--- src/design/sne_pkg.sv ---
// types and constants of the shifted negative emboss core
package sne_pkg;

  localparam int MAX_WIDTH   = 1024;
  localparam int DELAY_DEPTH = 16384;

  localparam int ADDR_W  = $clog2(DELAY_DEPTH);
  localparam int COL_W   = $clog2(MAX_WIDTH);
  localparam int WIDTH_W = 11;
  localparam int SHIFT_W = 4;
  localparam int ROW_W   = 4;
  localparam int PIX_W   = 8;
  localparam int CFG_W   = 11;
  localparam int IDX_W   = 2;
  localparam int PROD_W  = SHIFT_W + WIDTH_W;
  localparam int CMP_W   = (COL_W + 1 > WIDTH_W) ? COL_W + 1 : WIDTH_W;

  localparam logic [ROW_W-1:0]   ROW_LIMIT   = 4'd15;
  localparam logic [PIX_W-1:0]   NEUTRAL     = 8'd128;
  localparam logic [PIX_W-1:0]   PIX_MAX     = 8'd255;
  localparam logic [WIDTH_W-1:0] WIDTH_RESET = 11'd320;
  localparam logic [SHIFT_W-1:0] SHIFT_RESET = 4'd5;

  localparam int QUEUE_DEPTH = 2;
  localparam int QPTR_W      = $clog2(QUEUE_DEPTH);
  localparam int QCNT_W      = $clog2(QUEUE_DEPTH + 1);

  typedef enum logic [IDX_W-1:0] {
    CFG_IMAGE_WIDTH = 2'd0,
    CFG_SHIFT_X     = 2'd1,
    CFG_SHIFT_Y     = 2'd2
  } cfg_index_e;

  // one classified pixel on its way from the front to the back
  typedef struct packed {
    logic [PIX_W-1:0]  pixel;
    logic              hit;
    logic              same;
    logic [ADDR_W-1:0] wr_addr;
    logic [ADDR_W-1:0] rd_addr;
  } sne_item_t;

endpackage

--- src/design/sne_fifo.sv ---
// short queue of classified pixels between front and back
module sne_fifo (
  input  logic               clk_i,
  input  logic               rst_ni,
  input  logic               push_i,
  input  sne_pkg::sne_item_t item_i,
  output logic               full_o,
  input  logic               pop_i,
  output logic               valid_o,
  output sne_pkg::sne_item_t item_o
);

  sne_pkg::sne_item_t               slot_q [sne_pkg::QUEUE_DEPTH];
  logic [sne_pkg::QPTR_W-1:0]       wptr_q, wptr_d, rptr_q, rptr_d;
  logic [sne_pkg::QCNT_W-1:0]       count_q, count_d;

  assign full_o  = (count_q == sne_pkg::QCNT_W'(sne_pkg::QUEUE_DEPTH));
  assign valid_o = (count_q != '0);
  assign item_o  = slot_q[rptr_q];

  always_comb begin
    wptr_d  = wptr_q;
    rptr_d  = rptr_q;
    count_d = count_q;
    if (push_i) begin
      wptr_d = (wptr_q == sne_pkg::QPTR_W'(sne_pkg::QUEUE_DEPTH - 1)) ? '0
             : wptr_q + sne_pkg::QPTR_W'(1);
    end
    if (pop_i) begin
      rptr_d = (rptr_q == sne_pkg::QPTR_W'(sne_pkg::QUEUE_DEPTH - 1)) ? '0
             : rptr_q + sne_pkg::QPTR_W'(1);
    end
    if (push_i && !pop_i) begin
      count_d = count_q + sne_pkg::QCNT_W'(1);
    end else if (pop_i && !push_i) begin
      count_d = count_q - sne_pkg::QCNT_W'(1);
    end
  end

  always_ff @(posedge clk_i or negedge rst_ni) begin
    if (!rst_ni) begin
      wptr_q  <= '0;
      rptr_q  <= '0;
      count_q <= '0;
    end else begin
      wptr_q  <= wptr_d;
      rptr_q  <= rptr_d;
      count_q <= count_d;
    end
  end

  always_ff @(posedge clk_i) begin
    if (push_i) begin
      slot_q[wptr_q] <= item_i;
    end
  end

endmodule

--- config.mk ---
export PLATFORM = sky130hd
export DESIGN_NAME = sne_fifo
export DESIGN_NICKNAME = d
export VERILOG_FILES = /design/src/design/sne_pkg.sv /design/src/design/sne_fifo.sv
export SDC_FILE = /design/constraint.sdc
export NUM_CORES = 1
export LEC_CHECK = 0
export BUFFER_PORTS_ARGS = -buffer_cell sky130_fd_sc_hd__buf_2
export CAP_MARGIN = 20
export CELL_PAD_IN_SITES_DETAIL_PLACEMENT = 1
export CELL_PAD_IN_SITES_GLOBAL_PLACEMENT = 1
export CORE_MARGIN = 2
export CORE_UTILIZATION = 25
export CTS_BUF_LIST = sky130_fd_sc_hd__clkbuf_16
export DETAILED_ROUTE_END_ITERATION = 16
export HOLD_SLACK_MARGIN = 0.03
export PLACE_DENSITY = 0.53
export SLEW_MARGIN = 20
export SYNTH_ARGS = -nofsm -noshare
export SYNTH_HDL_FRONTEND = slang
export SYNTH_SLANG_ARGS = --single-unit
--- constraint.sdc ---
create_clock -name clk_i -period 3.6 [get_ports clk_i]
set_input_delay 0.36 -clock clk_i [delete_from_list [all_inputs] [get_ports clk_i]]
set_output_delay 0.36 -clock clk_i [all_outputs]
set_load 0.005 [all_outputs]
==> summary.txt <==
Run status
  • Outcome: finished, violations left
  • Violated checks: DRC

Route
  • Via count: 1519
  • DRC errors left: 6
  • First-pass DRT Iterations: 10
  • WL per Instance: 14.7 µm
  • Post-Route WL: 5460 µm
  • Vias per inst: 4.08
  • Iter 0 DRT Violations: 50
  • Final ANT Viol Nets: 0

Floorplanning
  • Die width: 113 µm
  • Die height: 113 µm
  • Die Footprint: 12800 µm²
  • Rows: 39
  • Initial core utilization: 25.9%
  • Core ar.: 11500 µm²
  • I/O pin count: 82

Min path
  • Hold Crit Class: input port to register
  • Hold path endpoint: slot_q[0][25]
  • WHS Path Cells: 1
  • Hold_sp: item_i[25]

Worst setup path
  • Reg2Reg Depth: 1
  • Reg-to-Reg Start: wptr_q
  • Crit. End Element: primary output
  • FF-to-FF setup slack: 1.94 ns
  • Critical Path RT: 3.24 ns
  • Maximum fanout along the worst path: 39
  • Kind of critical path: register to primary output
  • CP Launch Point: rptr_q
  • Startpoint types: register
  • Critical R2R Capture: slot_q[1][5]
  • Critical Path AT: 1.72 ns

Synthesis
  • Yosys reg bits: 80
  • YS warnings: 0
  • Count of different cell masters after synthesis: 15
  • Compound-gate portion of the synthesized area: 0%
  • Mux cell area share after synthesis: 15.6%
  • Fraction of the yosys area taken by sequential cells: 80.0%
  • Post-synthesis xor/xnor area fraction: 1.47%
  • Simple-Gate Fraction of Synth Area: 0.966%
  • Post-synthesis adder-cell area fraction: 0.420%
  • Syn Nets: 177
  • Avg Inst Size Synth: 22.2 µm²
  • Largest family of logic cells by synthesized area: multiplexers
  • Post-synthesis cell count: 134
  • Syn Std Cell Area: 2980 µm²

Clock network
  • Clk_lat worst skew: 0.33 ns
  • PostCTS Resize Cnt: 0
  • CTS tree: yes
  • TritonCTS buffer count: 9
  • Worst-path clk slew: 0.06 ns
  • Sink Count: 80
  • Max Root-Sink Buffers: 2
  • H-tree levels: 3
  • Clock tree root driver cell: clkbuf_16

Final layout
  • Area of the multi-input gates: 559 µm²
  • Fillers: 1185
  • Number of diodes: 0
  • Final net count: 267
  • Register area: 2390 µm²
  • Area Growth Syn to Fin: 30.0%
  • Share of cells above drive strength 1: 60.7%

STA
  • Final hold slack: 0.218 ns
  • Tcrit/Tclk final: 57.8%
  • Layout Skew: 0.00878 ns
  • Max Fclk: 481 MHz
  • Max-slew violations: 0
  • Final hold violation count: 0
  • Tmin final: 2.08 ns
  • Worst-Margin Slew: 1.02 ns
  • Setup TNS: 0 ns
  • RSZ-0062 raised after global routing: no
  • # setup viols final: 0
  • Slew HR: 32.3%

Job
  • Max-cap violation count: 0

Placement
  • Port buffer count: 81
  • Hpwl dp: 3440 µm
  • Placer Congestion: 0.623

Power
  • P_sw: 0.763 mW
  • Peak supply drop: 0.000289 V
  • Clk pwr share: 31.8%
  • Leakage: 1.48 nW
  • Sw frac: 25.4%
  • Comb power frac: 21.8%
  • Pint: 2.24 mW
  • Pwr Density: 776 nW/µm²
  • Flop pwr share: 46.4%

GRT
  • Total grt overflow: 0
  • Number of global-route vias before repair: 1618
  • First-pass GRT wire length: 8770 µm
  • Pin count of the biggest net entering global routing: 40
  • GR Util All Layers: 9.25%
  • Initial antenna violation count: 0
cells by family after synthesis:
family        after synthesis
fa+ha+maj                   1
xor+xnor                    5
mux                        38
buf+inv                     5
flops                      80
simple gates                5
power groups by stage:
stage | clock [mW] | sequential [mW] | combinational (mW)
2_1_floorplan | 0 | 1.30 | 0.503
3_3_place_gp | 0 | 1.42 | 0.685
3_5_place_dp | 0 | 1.42 | 0.685
6_report | 0.955 | 1.39 | 0.655
4_1_cts | 0.998 | 1.40 | 0.688
5_1_grt | 1.04 | 1.43 | 0.724
what timing repair did:
action,CTS,global route
endpoints found under the hold margin,4,0
buffers inserted,0,0
hold buffers,1,0
cell type report:
cell class | count | area share, %
Sequential cell | 80 | 61.6
Multi-Input combinational cell | 49 | 14.4
Timing Repair Buffer | 83 | 10.9
Clock buffer | 9 | 5.82
Tap cell | 143 | 4.62
Clock inverter | 7 | 2.49
Inverter | 1 | 0.0969
registers in the layout (all words and copies together) (netlist names):
signal,cells
wptr_q,1
rptr_q,1
slot_q,76
count_q,2
per-stage QoR:
step	std cells	utilization [%]	worst slack [ns]	instance area [µm²]	power (mW)
after CTS	372	33.6	1.19	3870	3.09
after detailed placement	355	30.7	1.55	3540	2.11
final	372	33.6	1.52	3870	3.00
after floorplan	134	-	1.06	2980	1.81
after global routing	372	33.6	1.43	3870	3.19
after global placement	355	30.7	1.55	3540	2.10
placed cells by master (no fill, tap or decap), drive strengths merged, types with 2 or more instances in the layout:
master	instances
inv	3
edfxtp	76
xor2	4
mux2	38
clkbuf	9
clkinvlp	2
nor2b	2
buf	82
bufinv	2
dfrtp	4
layer usage:
| metal | vias to the layer above | part of all wire [%] | routed length [µm] | GRT usage, % |
|---|---|---|---|---|
| met4 | 0 | 1.4 | 79 | 5.12 |
| met5 | - | 0 | 0 | 0 |
| met1 | 753 | 45 | 2430 | 12.2 |
| met3 | 8 | 6.3 | 345 | 2.95 |
| met2 | 56 | 48 | 2600 | 13.5 |
| li1 | 702 | - | - | - |
worst max-delay path by stage:
stage | endpoint | slack (ns) | cells past startpoint
2_1_floorplan | slot_q[0][0] | 1.06 | 1
3_3_place_gp | item_o[14] | 1.55 | 2
3_5_place_dp | item_o[14] | 1.55 | 2
4_1_cts | item_o[14] | 1.19 | 2
5_1_grt | item_o[14] | 1.43 | 2
6_report | item_o[28] | 1.52 | 2
synthesized netlist by cell type:
library cell | number | area share [%]
edfxtp_1 | 76 | 77
mux2_2 | 28 | 11
mux2_4 | 10 | 5.0
dfrtp_1 | 4 | 3.4
xor2_1 | 4 | 1.2
buf_4 | 2 | 0.50
nor2b_1 | 2 | 0.42
and2_1 | 1 | 0.21
buf_6 | 1 | 0.38
buf_8 | 1 | 0.50
ha_1 | 1 | 0.42
inv_1 | 1 | 0.13
nor2_1 | 1 | 0.13
or2_2 | 1 | 0.21
xnor2_1 | 1 | 0.29
critical path, stage by stage, from the launching register on:
cell and delay (ns):
dfrtp_4 0.82, mux2_2 0.41, buf_2 0.13
No activity file was read; power rests on OpenSTA's default activity.
