### src/design/sne_pkg.sv
// types and constants of the shifted negative emboss core
package sne_pkg;

  localparam int MAX_WIDTH   = 1024;
  localparam int DELAY_DEPTH = 16384;

  localparam int ADDR_W  = $clog2(DELAY_DEPTH);
  localparam int COL_W   = $clog2(MAX_WIDTH);
  localparam int WIDTH_W = 11;
  localparam int SHIFT_W = 4;
  localparam int ROW_W   = 4;
  localparam int PIX_W   = 8;
  localparam int CFG_W   = 11;
  localparam int IDX_W   = 2;
  localparam int PROD_W  = SHIFT_W + WIDTH_W;
  localparam int CMP_W   = (COL_W + 1 > WIDTH_W) ? COL_W + 1 : WIDTH_W;

  localparam logic [ROW_W-1:0]   ROW_LIMIT   = 4'd15;
  localparam logic [PIX_W-1:0]   NEUTRAL     = 8'd128;
  localparam logic [PIX_W-1:0]   PIX_MAX     = 8'd255;
  localparam logic [WIDTH_W-1:0] WIDTH_RESET = 11'd320;
  localparam logic [SHIFT_W-1:0] SHIFT_RESET = 4'd5;

  localparam int QUEUE_DEPTH = 2;
  localparam int QPTR_W      = $clog2(QUEUE_DEPTH);
  localparam int QCNT_W      = $clog2(QUEUE_DEPTH + 1);

  typedef enum logic [IDX_W-1:0] {
    CFG_IMAGE_WIDTH = 2'd0,
    CFG_SHIFT_X     = 2'd1,
    CFG_SHIFT_Y     = 2'd2
  } cfg_index_e;

  // one classified pixel on its way from the front to the back
  typedef struct packed {
    logic [PIX_W-1:0]  pixel;
    logic              hit;
    logic              same;
    logic [ADDR_W-1:0] wr_addr;
    logic [ADDR_W-1:0] rd_addr;
  } sne_item_t;

endpackage

### src/design/sne_front.sv
// front end: config registers, position counters and store addressing
module sne_front (
  input  logic                      clk_i,
  input  logic                      rst_ni,
  input  logic                      cfg_we_i,
  input  logic [sne_pkg::IDX_W-1:0] cfg_index_i,
  input  logic [sne_pkg::CFG_W-1:0] cfg_data_i,
  input  logic                      in_valid_i,
  output logic                      in_stall_o,
  input  logic [sne_pkg::PIX_W-1:0] pixel_in_i,
  input  logic                      start_of_frame_i,
  input  logic                      full_i,
  output logic                      push_o,
  output sne_pkg::sne_item_t        item_o
);

  logic [sne_pkg::WIDTH_W-1:0] width_q;
  logic [sne_pkg::SHIFT_W-1:0] shift_x_q, shift_y_q;
  logic [sne_pkg::COL_W-1:0]   col_q, col_d, col_cur;
  logic [sne_pkg::ROW_W-1:0]   row_q, row_d, row_cur;
  logic [sne_pkg::ADDR_W-1:0]  ptr_q, ptr_d;
  logic [sne_pkg::WIDTH_W-1:0] width_eff;
  logic [sne_pkg::PROD_W-1:0]  prod;
  logic [sne_pkg::PROD_W:0]    offset_sum;
  logic [sne_pkg::ADDR_W-1:0]  offset;
  logic [sne_pkg::CMP_W-1:0]   col_next;

  always_ff @(posedge clk_i or negedge rst_ni) begin
    if (!rst_ni) begin
      width_q   <= sne_pkg::WIDTH_RESET;
      shift_x_q <= sne_pkg::SHIFT_RESET;
      shift_y_q <= sne_pkg::SHIFT_RESET;
    end else if (cfg_we_i) begin
      case (sne_pkg::cfg_index_e'(cfg_index_i))
        sne_pkg::CFG_IMAGE_WIDTH: width_q   <= cfg_data_i[sne_pkg::WIDTH_W-1:0];
        sne_pkg::CFG_SHIFT_X:     shift_x_q <= cfg_data_i[sne_pkg::SHIFT_W-1:0];
        sne_pkg::CFG_SHIFT_Y:     shift_y_q <= cfg_data_i[sne_pkg::SHIFT_W-1:0];
        default: ;
      endcase
    end
  end

  // zero width acts as one, oversize acts as the largest row
  always_comb begin
    width_eff = width_q;
    if (width_q == '0) begin
      width_eff = sne_pkg::WIDTH_W'(1);
    end else if (32'(width_q) > sne_pkg::MAX_WIDTH) begin
      width_eff = sne_pkg::WIDTH_W'(sne_pkg::MAX_WIDTH);
    end
  end

  // distance back to the shifted pixel, modulo the store depth
  assign prod       = sne_pkg::PROD_W'(shift_y_q) * sne_pkg::PROD_W'(width_eff);
  assign offset_sum = (sne_pkg::PROD_W + 1)'(prod) + (sne_pkg::PROD_W + 1)'(shift_x_q);
  assign offset     = sne_pkg::ADDR_W'(offset_sum);

  assign col_cur  = start_of_frame_i ? '0 : col_q;
  assign row_cur  = start_of_frame_i ? '0 : row_q;
  assign col_next = sne_pkg::CMP_W'(col_cur) + sne_pkg::CMP_W'(1);

  assign in_stall_o = full_i;
  assign push_o     = in_valid_i && !full_i;

  always_comb begin
    item_o.pixel   = pixel_in_i;
    item_o.hit     = (row_cur >= shift_y_q) && (col_cur >= sne_pkg::COL_W'(shift_x_q));
    item_o.same    = (offset == '0);
    item_o.wr_addr = ptr_q;
    item_o.rd_addr = ptr_q - offset;
  end

  always_comb begin
    col_d = col_q;
    row_d = row_q;
    ptr_d = ptr_q;
    if (push_o) begin
      ptr_d = ptr_q + sne_pkg::ADDR_W'(1);
      if (col_next >= sne_pkg::CMP_W'(width_eff)) begin
        col_d = '0;
        row_d = (row_cur < sne_pkg::ROW_LIMIT) ? row_cur + sne_pkg::ROW_W'(1) : row_cur;
      end else begin
        col_d = sne_pkg::COL_W'(col_next);
        row_d = row_cur;
      end
    end
  end

  always_ff @(posedge clk_i or negedge rst_ni) begin
    if (!rst_ni) begin
      col_q <= '0;
      row_q <= '0;
      ptr_q <= '0;
    end else begin
      col_q <= col_d;
      row_q <= row_d;
      ptr_q <= ptr_d;
    end
  end

endmodule

### config.mk
export PLATFORM = sky130hd
export DESIGN_NAME = sne_front
export DESIGN_NICKNAME = d
export VERILOG_FILES = /design/src/design/sne_pkg.sv /design/src/design/sne_front.sv
export SDC_FILE = /design/constraint.sdc
export NUM_CORES = 1
export LEC_CHECK = 0
export ABC_AREA = 1
export BUFFER_PORTS_ARGS = -buffer_cell sky130_fd_sc_hd__buf_2
export CAP_MARGIN = 10
export CORE_MARGIN = 2
export CORE_UTILIZATION = 45
export DETAILED_ROUTE_END_ITERATION = 8
export PLACE_DENSITY = 0.68
export SYNTH_ARGS = -nofsm -noshare
export SYNTH_HDL_FRONTEND = slang
export SYNTH_SLANG_ARGS = --single-unit
### constraint.sdc
create_clock -name clk_i -period 9.59 [get_ports clk_i]
set_input_delay 0.959 -clock clk_i [delete_from_list [all_inputs] [get_ports clk_i]]
set_output_delay 0.959 -clock clk_i [all_outputs]
set_load 0.02 [all_outputs]
==> results.py <==
metrics = {
    "run_status": {
        "outcome": "finished, final reports clean",
    },
    "cells_and_area": {
        "multi_input_area_um2": 3440,
        "seq_area_um2": 1180,
        "drive_gt1_frac": 0.153,
        "fillerInstances": 1150,
        "final_cell_mix": "133 x nand2_1, 110 x inv_1, 74 x nor2_1, 59 x ha_1, 51 x nand3_1",
        "final_cell_area_um2": 5680,
        "fin_util": 0.501,
        "area_delta_synth_final_pct": 10.0,
        "fin_nets": 843,
        "diodes": 0,
        "mostFrequentLayoutCell": "nand2_1",
    },
    "synth": {
        "yosys_warnings": 0,
        "ys_seq_area_frac": 0.229,
        "synth_nets": 799,
        "synth_top_cell_by_area": "dfrtp_1",
        "syn-instance-count": 692,
        "yosysUniqueCellTypes": 42,
        "async_flop_share": 1.00,
        "synth_seq_cells": 47,
        "ys_top_cells_by_area": "dfrtp_1 20%, ha_1 14%, nand2_1 9.7%",
        "synth_top_area_share": 0.199,
        "synth-edff-count": 0,
        "avgSynthCellArea_um2": 7.46,
        "syn_area_um2": 5160,
        "synthFlopType": "dfrtp_1",
    },
    "pwr": {
        "leakage_nw": 3.13,
        "power_density_nw_per_um2": 229,
        "power_mw": 1.30,
        "irDropWorstVdd_uv": 183,
    },
    "run": {
        "cap_violations": 0,
    },
    "place": {
        "gp_congestion": 0.948,
        "port_buffers": 50,
        "place_hpwl_um": 9660,
        "pre_cts_slack_ps": 3110,
        "placed_cell_area_um2": 5500,
    },
    "global_route": {
        "antenna_found_initial": 0,
        "grt_usage": 0.196,
        "grt_max_degree": 48,
        "first_global_vias": 4489,
        "overflow": 0,
        "grt_pass1_wl_um": 20300,
    },
    "timing": {
        "setup_slack_ps": 2720,
        "setup_violations": 0,
        "period_share": 0.716,
        "tns_ps": 0,
        "skew_ps": 5.59,
        "period_minus_slack_ps": 6870,
        "hold_viol_final": 0,
        "drv_slew": 0,
        "rsz0062_at_grt": "no",
        "worst_pin_slew_ps": 630,
        "timing.fmax_mhz": 146,
        "max_slew_margin": 0.579,
    },
    "drt": {
        "detail-route-antenna-nets": 0,
        "drtIter0Drc": 161,
        "drt-total-wl_um": 11700,
        "drt_first_pass_iters": 6,
        "drcViolationCount": 0,
        "viasPerCell": 5.13,
        "wl_per_cell_um": 13.3,
        "via_count": 4513,
    },
    "cts": {
        "cts_resized": 0,
        "numCtsBuffers": 5,
        "clock-sinks": 47,
        "clock_latency_ps": 300,
        "tritoncts": "yes",
        "post-cts-setup-buffer-count": 0,
        "cts_max_path_buffers": 2,
        "hold_buffers": 0,
        "cts_root_buffer": "clkbuf_16",
        "cts_max_level": 2,
        "cts.reportedPaths.clkPinSlew_ps": 70,
    },
    "die": {
        "num_io_pins": 67,
        "rows": 39,
        "die_w_um": 111,
        "coreArea_um2": 11300,
        "die-area_um2": 12300,
        "die_h_um": 111,
        "start_util": 0.456,
    },
    "critical_path": {
        "critPathArrivalTime_ps": 5910,
        "crit_family": "adder cells",
        "cpMaxStageDelayCell": "fa_1",
        "path_class": "reg2out",
        "crit_top_cell": "nand2_1",
        "critical_path_buf_inv_count": 3,
        "endpoint_kind": "primary output",
        "worstPathRequired_ps": 8630,
        "path_max_fanout": 12,
        "cpPeakStageDelay_ps": 520,
        "setup.worst_path.start_class": "flip-flop",
    },
    "worst_hold_path": {
        "worstHoldPathType": "reg2reg",
    },
}
==> flip-flops by register name, summed over array words and instances, names as in the netlist <==
signal and count:
shift_y_q 4, width_q 11, col_q 10, shift_x_q 4, row_q 4, ptr_q 14
==> worst register-to-register path, stage by stage (launching register included) <==
cell and delay, ps:
dfrtp_1 330, inv_1 60, nor2_1 210, ha_1 250, nand3_1 130, nor2_1 100, nand2_1 90, nor2_1 130
nand3_1 110, nand2_1 90, inv_1 50, ha_1 310, nand2_1 60, nor2_1 120, nand3_1 90, nand3_1 270
clkinv_1 350, o21ai_0 260, a31oi_1 100
==> routing by layer <==
| metal | track usage | vias to the layer above | wire length [um] |
|---|---|---|---|
| met5 | 0 | - | 0 |
| met4 | 0.0568 | 0 | 181 |
| met3 | 0.0257 | 11 | 291 |
| met2 | 0.336 | 55 | 5710 |
| met1 | 0.261 | 2143 | 5540 |
| li1 | - | 2304 | - |
==> synthesized netlist by cell type, types with 6 or more instances <==
library cell and instances:
nand3_2 9, a21oi_1 24, buf_4 9, o21ai_0 30, nor2_1 74, ha_1 59, nand2_2 11, nand3_1 51
fa_1 21, dfstp_2 6, nand2_1 133, dfrtp_1 41, xnor2_1 11, inv_1 110, xor2_1 25, nand4_1 15
==> cell families (layout without fill, tap and decap cells) <==
group,Yosys count,in the layout,share of synthesized area
buffers and inverters,134,179,0.105
muxes,5,5,0.0109
DFF,47,47,0.229
xor gates and xnor gates,38,38,0.0674
AOI/OAI and AO/OA,74,74,0.0805
adders and majority gates,80,80,0.225
and+or+nand+nor,314,314,0.283
==> path summary, 6_finish.rpt <==
kind	slack, ps	cells after the start	end	start
worst min register to register	490	2	col_q[9]$_DFFE_PN0P_	col_q[9]$_DFFE_PN0P_
worst min-delay path	490	2	col_q[9]$_DFFE_PN0P_	col_q[9]$_DFFE_PN0P_
worst max-delay path	2720	27	item_o[13]	width_q[1]$_DFFE_PN0P_
max in group asynchronous	8320	2	width_q[6]$_DFFE_PN1P_	rst_ni
worst max register to register	6340	18	row_q[2]$_DFFE_PN0P_	col_q[0]$_DFFE_PN0P_
min in group asynchronous	670	1	row_q[1]$_DFFE_PN0P_	rst_ni
==> power by group <==
| part | switching (mW) | internal [mW] | leakage (nW) |
|---|---|---|---|
| registers | 0.0561 | 0.247 | 0.558 |
| clock network | 0.0821 | 0.0976 | 0.0664 |
| logic | 0.525 | 0.291 | 2.50 |
| total | 0.663 | 0.635 | 3.13 |
==> layout make-up <==
cell class,instances,area share
repair buffers,51,0.0489
multi-input cells,511,0.605
inverters,120,0.0793
flip-flops and latches,47,0.209
well taps,143,0.0315
clock buffers,5,0.0220
clock inverters,3,0.00419
==> through the flow <==
stage | instances | hold WS (ps)
6_report | 880 | 487
5_1_grt | 880 | 531
4_1_cts | 879 | 488
3_5_place_dp | 871 | 470
3_3_place_gp | 871 | 466
2_1_floorplan | 692 | 449
(Power assumes the default switching activity.)
